===== src/rtl/sglm_pkg.sv =====
// Package of the sequence gap loss monitor: report kinds, register indexes,
// and the bundle passed from the front part to the back part. No dependencies.
`default_nettype none
package sglm_pkg;
	localparam logic [1:0] KIND_PACKET   = 2'd0;
	localparam logic [1:0] KIND_CHANNEL  = 2'd1;
	localparam logic [1:0] KIND_ACCEPTED = 2'd2;
	localparam logic       REG_MARGIN    = 1'b0;
	localparam logic       REG_VOTES     = 1'b1;
	localparam int         ACC_W         = 14;
	localparam int         CH_W          = 8;
	localparam int         TIME_W        = 48;
	localparam int         CID_W         = 32;
	localparam int         PKT_W         = 31;
	localparam int         CFG_DATA_W    = 13;

	typedef struct packed {
		logic [CH_W-1:0]   channel;
		logic [TIME_W-1:0] time_stamp;
		logic [ACC_W-1:0]  accepted_id;
		logic [CID_W-1:0]  channel_id;
		logic [PKT_W-1:0]  packet_number;
	} item_t;

	typedef struct packed {
		logic [1:0]        kind;
		logic [CH_W-1:0]   channel;
		logic [31:0]       first_lost;
		logic [31:0]       lost_count;
		logic [TIME_W-1:0] loss_time;
		logic              last;
	} report_t;
endpackage
`default_nettype wire


===== src/rtl/sglm_front.sv =====
// Front part: accepts fragments, drops ignored ones, and queues the rest.
// Depends on sglm_pkg.
`default_nettype none
module sglm_front (
	input  wire logic           clk,
	input  wire logic           arst_n,
	input  wire logic           s_tvalid,
	output logic                s_tready,
	input  wire logic           ign,
	input  wire sglm_pkg::item_t s_item,
	output logic                q_valid,
	input  wire logic           q_pop,
	output sglm_pkg::item_t     q_item
);
	sglm_pkg::item_t mem_q [2];
	logic [1:0] cnt_q;
	logic wp_q, rp_q;
	logic push;

	assign s_tready = (cnt_q != 2'd2);
	assign push = s_tvalid && s_tready && !ign;
	assign q_valid = (cnt_q != 2'd0);
	assign q_item = mem_q[rp_q];

	always_ff @(posedge clk or negedge arst_n) begin
		if (!arst_n) begin
			cnt_q <= '0;
			wp_q <= 1'b0;
			rp_q <= 1'b0;
		end else begin
			if (push) wp_q <= ~wp_q;
			if (q_pop) rp_q <= ~rp_q;
			cnt_q <= cnt_q + {1'b0, push} - {1'b0, q_pop};
		end
	end

	always_ff @(posedge clk) begin
		if (push) mem_q[wp_q] <= s_item;
	end
endmodule
`default_nettype wire


===== config.mk =====
export PLATFORM = sky130hd
export DESIGN_NAME = sglm_front
export DESIGN_NICKNAME = d
export VERILOG_FILES = /design/src/rtl/sglm_pkg.sv /design/src/rtl/sglm_front.sv
export SDC_FILE = /design/constraint.sdc
export NUM_CORES = 1
export LEC_CHECK = 0
export BUFFER_PORTS_ARGS = -buffer_cell sky130_fd_sc_hd__buf_2
export CAP_MARGIN = 20
export CORE_MARGIN = 2
export CORE_UTILIZATION = 47
export DETAILED_ROUTE_END_ITERATION = 6
export PLACE_DENSITY_LB_ADDON = 0.08
export RECOVER_POWER = 100
export SLEW_MARGIN = 20
export SYNTH_ARGS = -nofsm -noshare
export SYNTH_HDL_FRONTEND = slang
export SYNTH_SLANG_ARGS = --single-unit

===== constraint.sdc =====
create_clock -name clk -period 6.8 [get_ports clk]
set_input_delay 0.34 -clock clk [delete_from_list [all_inputs] [get_ports clk]]
set_output_delay 0.34 -clock clk [all_outputs]
set_load 0.02 [all_outputs]

======== After elaboration in Yosys (flattened, before gate mapping) ========
Memory sizes are Yosys's and may differ from the RTL's.
Cells that the tools add are included.
word-level totals
  flip-flop bits (word level) ............. 4
  bits in latches ......................... 0
  bits in writable memories ............... 266
  memory bits (read-only) ................. 0
  logic and storage cells ................. 15
  memories kept ........................... 1
operators by class
  add/subtract/negate cells ............... 2
  $mul .................................... 0
  div/mod/pow operators ................... 0
  order comparisons ....................... 0
  equal/unequal tests ..................... 1
  shifts and indexed selects .............. 0
  multiplexer cells ....................... 2
  bitwise operators ....................... 2
  reductions and logical operators ........ 4
memories
  memory  words  bits a word  read ports  clocked after memory_dff  write ports  line              RTL
  mem_q   2      133          1           0                         1            sglm_front.sv:15  sglm_pkg::item_t mem_q [2];
operators by type and width
  operator                                       count
  2-bit by 1-bit adder with 2-bit output         1
  1-bit logical AND                              2
  1-bit 2-to-1 mux                               2
  2-bit inequality test (second input constant)  1
  1-bit NOT                                      2
  2-bit nonzero test                             1
  2-bit by 1-bit subtractor with 2-bit output    1
  1-bit logical NOT                              1

======== Logic depth before layout (Yosys ltp) ========
  word-level depth ........................ 5
  mapped depth ............................ 7
  mapped depth without buffers ............ 7

======== Worst setup path after synthesis ========
No wires, ideal clock.
  kind .................................... reg-to-reg
  start ................................... reg cnt_q[1]
  end ..................................... mem mem_q[0][0] (netlist bit) (enable)
  library setup time ...................... 0.628 ns
  data arrival time ....................... 6.329 ns
  slack ................................... -0.157 ns
  stages on the path, launching flop included .. 4
  buffers on the path ..................... 0
  period minus slack after synthesis ...... 6.957 ns
  cells stage by stage .................... dfrtp_1 > nand2b_1 > nand3b_1 > nor2_1
on the way
  word-level cells in the longest chain between the ends .. 5
ends and longest elaborated chain
  element                                 line              RTL
  start: declaration                      sglm_front.sv:16  logic [1:0] cnt_q;
  start signal: assignment                sglm_front.sv:33  cnt_q <= cnt_q + {1'b0, push} - {1'b0, q_pop};
  2-bit inequality test                   sglm_front.sv:20  assign s_tready = (cnt_q != 2'd2);
  net s_tready                            sglm_front.sv:8   output logic s_tready,
  1-bit logical AND (2 in a row)          sglm_front.sv:21  assign push = s_tvalid && s_tready && !ign;
  1-bit 2-to-1 mux                        sglm_front.sv:38  if (push) mem_q[wp_q] <= s_item;
  1-bit 2-to-1 mux (implied by the code)  sglm_front.sv:38
  end: declaration                        sglm_front.sv:15
The timed path passes the listed nets, and every way through them passes these cells.

======== Worst setup path after layout ========
  start ................................... reg cnt_q[1]
  end ..................................... mem mem_q[0][2] (netlist bit) (enable)
on the way
  word-level cells in the longest chain between the ends .. 5
ends and longest elaborated chain
  element                                 line
  2-bit inequality test                   sglm_front.sv:20
  1-bit logical AND (2 in a row)          sglm_front.sv:21
  1-bit 2-to-1 mux                        sglm_front.sv:38
  1-bit 2-to-1 mux (implied by the code)  sglm_front.sv:38
Every way passes these cells.

==> summary.md <==
| Metric | Value |
|---|---|
| Fin area | 13340 µm² |
| Post-DP Area | 11670 µm² |
| Largest net degree at the start of global routing | 78 |
| Initial antenna violation count | 0 |
| RSZ-0062 raised after global routing | false |
| Nets | 986 |
| Number of cells on the critical path | 4 |
| Commonest non-fill, non-tap cells in the layout | edfxtp_1 (266), clkbuf_1 (175), dlygate4sd3_1 (122) |
| Register area | 8088 µm² |
| Violated checks | capacitance limit, slew limit |
| CP cell instances | nand2b_1, nand3b_1, nor2_1, clkbuf_2 |
| Power per cell area | 377.6 nW/µm² |
| Reg clk slew, reported paths | 60 ps |
| Fraction of layout instances using a drive strength above 1 | 25.66% |
| Area growth syn-to-layout | 32.99% |
| Max-cap violation count | 4 |
| Worst path required time | 6900 ps |
| Vias in the first global route | 5762 |
| Cells on worst reg2reg path | 4 |
| Post-Syn Area | 10030 µm² |
| F_max | 230.3 MHz |
| Reg2reg setup slack | 2460 ps |
| First-pass GRT wire length | 29870 µm |
| Fin crit share | 63.85% |
| Fill cells | 1652 |
| CTS Root Cell | clkbuf_16 |
| Yosys warns | 0 |
| DR pass1 iterations | 4 |
| Syn Nets | 571 |
| Multi-input combinational cell area | 1600 µm² |
| Core footprint | 20960 µm² |
| Leak | 4.623 nW |
| Via/cell ratio | 4.780 |
| Fin. Hold Viols | 0 |
| Yosys reg bits | 270 |
| Setup violations, final | 0 |
| Slew @ Worst Pin | 3260 ps |
| Fin. max-slew vios | 195 |
| CP Class | reg -> reg |
| Crit-path max FO | 77 |
| Starting Density | 47.87% |
| CTS max path bufs | 3 |
| CP max-delay cell | clkbuf_2 |
| Number of I/O port buffers | 272 |
| # hold bufs at CTS | 121 |
| Wirelength per Cell | 17.72 µm |
| Num CTS Buffers | 28 |
| # DRC | 0 |
| Antenna cells | 0 |
| Pwr Total | 5.037 mW |
| Cts repair resizes | 0 |
| Skew final | 9.530 ps |
| Drt total wl | 20210 µm |
| Status | complete, but fails checks |
| Vias | 5449 |
| Mean Syn Cell Area | 23.27 µm² |
| CP Buf/Inv Count | 1 |
| GP Congestion | 0.7253 |
| Slew margin rel. | -117.3% |
| Die area | 22530 µm² |
| DRT iter0 DRCs | 245 |
| CP max stage delay | 1610 ps |
| Sequential share of the synthesized area | 80.63% |
| Crit path capture type | flip-flop |
| Setup crit start kind | flip-flop |
| Row count | 53 |
| Critical path's top delay family | simple AND/OR/NAND/NOR gates |
| CTS Sinks | 270 |
| Min Tclk post-route | 4342 ps |
| # IOs | 273 |
| Critical Path AT | 4440 ps |
| CTS tree | done |
| Hold depth | 1 |
| Final ANT Viol Nets | 0 |
| GRT Total Usage | 17.22% |
| H-tree depth | 1 |
| Final HPWL DP | 12290 µm |
| Netlist cell types | 14 |
| Post CTS Setup Buffer Count | 0 |
| Mapped Cells | 431 |
| Final hold slack | 48.36 ps |
| Most common cell after layout, fill and taps aside | edfxtp_1 |
| VDD IR max | 0.2908 mV |
| Remaining global-route overflow | 0 |
| Hold Path Class | in -> reg |
| Chip width | 150.1 µm |
| Worst skew pair latency | 520 ps |
| Chip height | 150.1 µm |
area by class of cell:
cell class | count | share of cell area [%]
Timing Repair Buffer | 400 | 18.02
Inverter | 2 | 0.05627
Clock buffer | 33 | 5.552
Sequential cell | 270 | 60.63
Multi-Input combinational cell | 144 | 12.00
Tap cell | 275 | 2.579
Clock inverter | 16 | 1.172
path summary, 6_finish.rpt:
path                       startpoint      endpoint
min in group asynchronous      arst_n      cnt_q[1]
setup / recovery             cnt_q[1]   mem_q[0][2]
hold reg to reg                  wp_q          wp_q
max in group asynchronous      arst_n          wp_q
hold / removal             s_item[47]  mem_q[1][47]
setup reg to reg             cnt_q[1]   mem_q[0][2]
worst reg2reg max path, cell delays in order, from the launching register on:
cell      delay [ps]
dfrtp_1          410
nand2b_1         110
nand3b_1         220
nor2_1          1410
clkbuf_2        1610
flip-flops by register name, indices dropped and copies added (netlist names):
register	flops
rp_q	1
mem_q	266
cnt_q	2
wp_q	1
per-layer routing:
metal	share of wire, %	up-vias	track usage (%)
met1	39	2633	20.14
met2	50	224	30.18
li1	-	2552	-
met3	8.3	40	5.606
met5	0	-	0
met4	2.6	0	5.519
per-stage QoR:
stage	std cells	worst slack, ps	utilization, %	TNS, ps
2_1_floorplan	431	-156.6	-	-41670
3_3_place_gp	969	4075	55.71	0
3_5_place_dp	969	4026	55.71	0
4_1_cts	1139	3774	65.77	0
5_1_grt	1140	2110	63.66	0
6_report	1140	2458	63.66	0
cell usage after synthesis:
library cell	instances	share of area [%]
or2_2	1	0.062
nand2b_1	1	0.062
xnor2_1	3	0.26
inv_1	2	0.075
ha_1	2	0.25
nand3b_1	1	0.075
buf_6	8	0.90
nor2_1	2	0.075
mux2_4	60	9.0
dfrtp_1	4	1.0
edfxtp_1	266	80
buf_2	7	0.35
xor2_1	1	0.087
mux2_2	73	8.2
logic make-up after synthesis:
| logic type | Yosys count | synth area share (%) |
|---|---|---|
| xor+xnor | 4 | 0.3493 |
| fa+ha+maj | 2 | 0.2494 |
| buf+inv | 17 | 1.322 |
| flops | 270 | 80.63 |
| mux | 133 | 17.18 |
| simple gates | 5 | 0.2746 |
report_power, final:
part | leakage, nW | total (mW) | switching [mW] | internal, mW
Sequential | 2.48 | 2.15 | 0.0726 | 2.08
Combinational | 1.71 | 1.41 | 0.888 | 0.526
Clock | 0.432 | 1.47 | 0.583 | 0.885
Total | 4.62 | 5.04 | 1.54 | 3.49
Note: power is estimated with default switching activity, not from simulation.
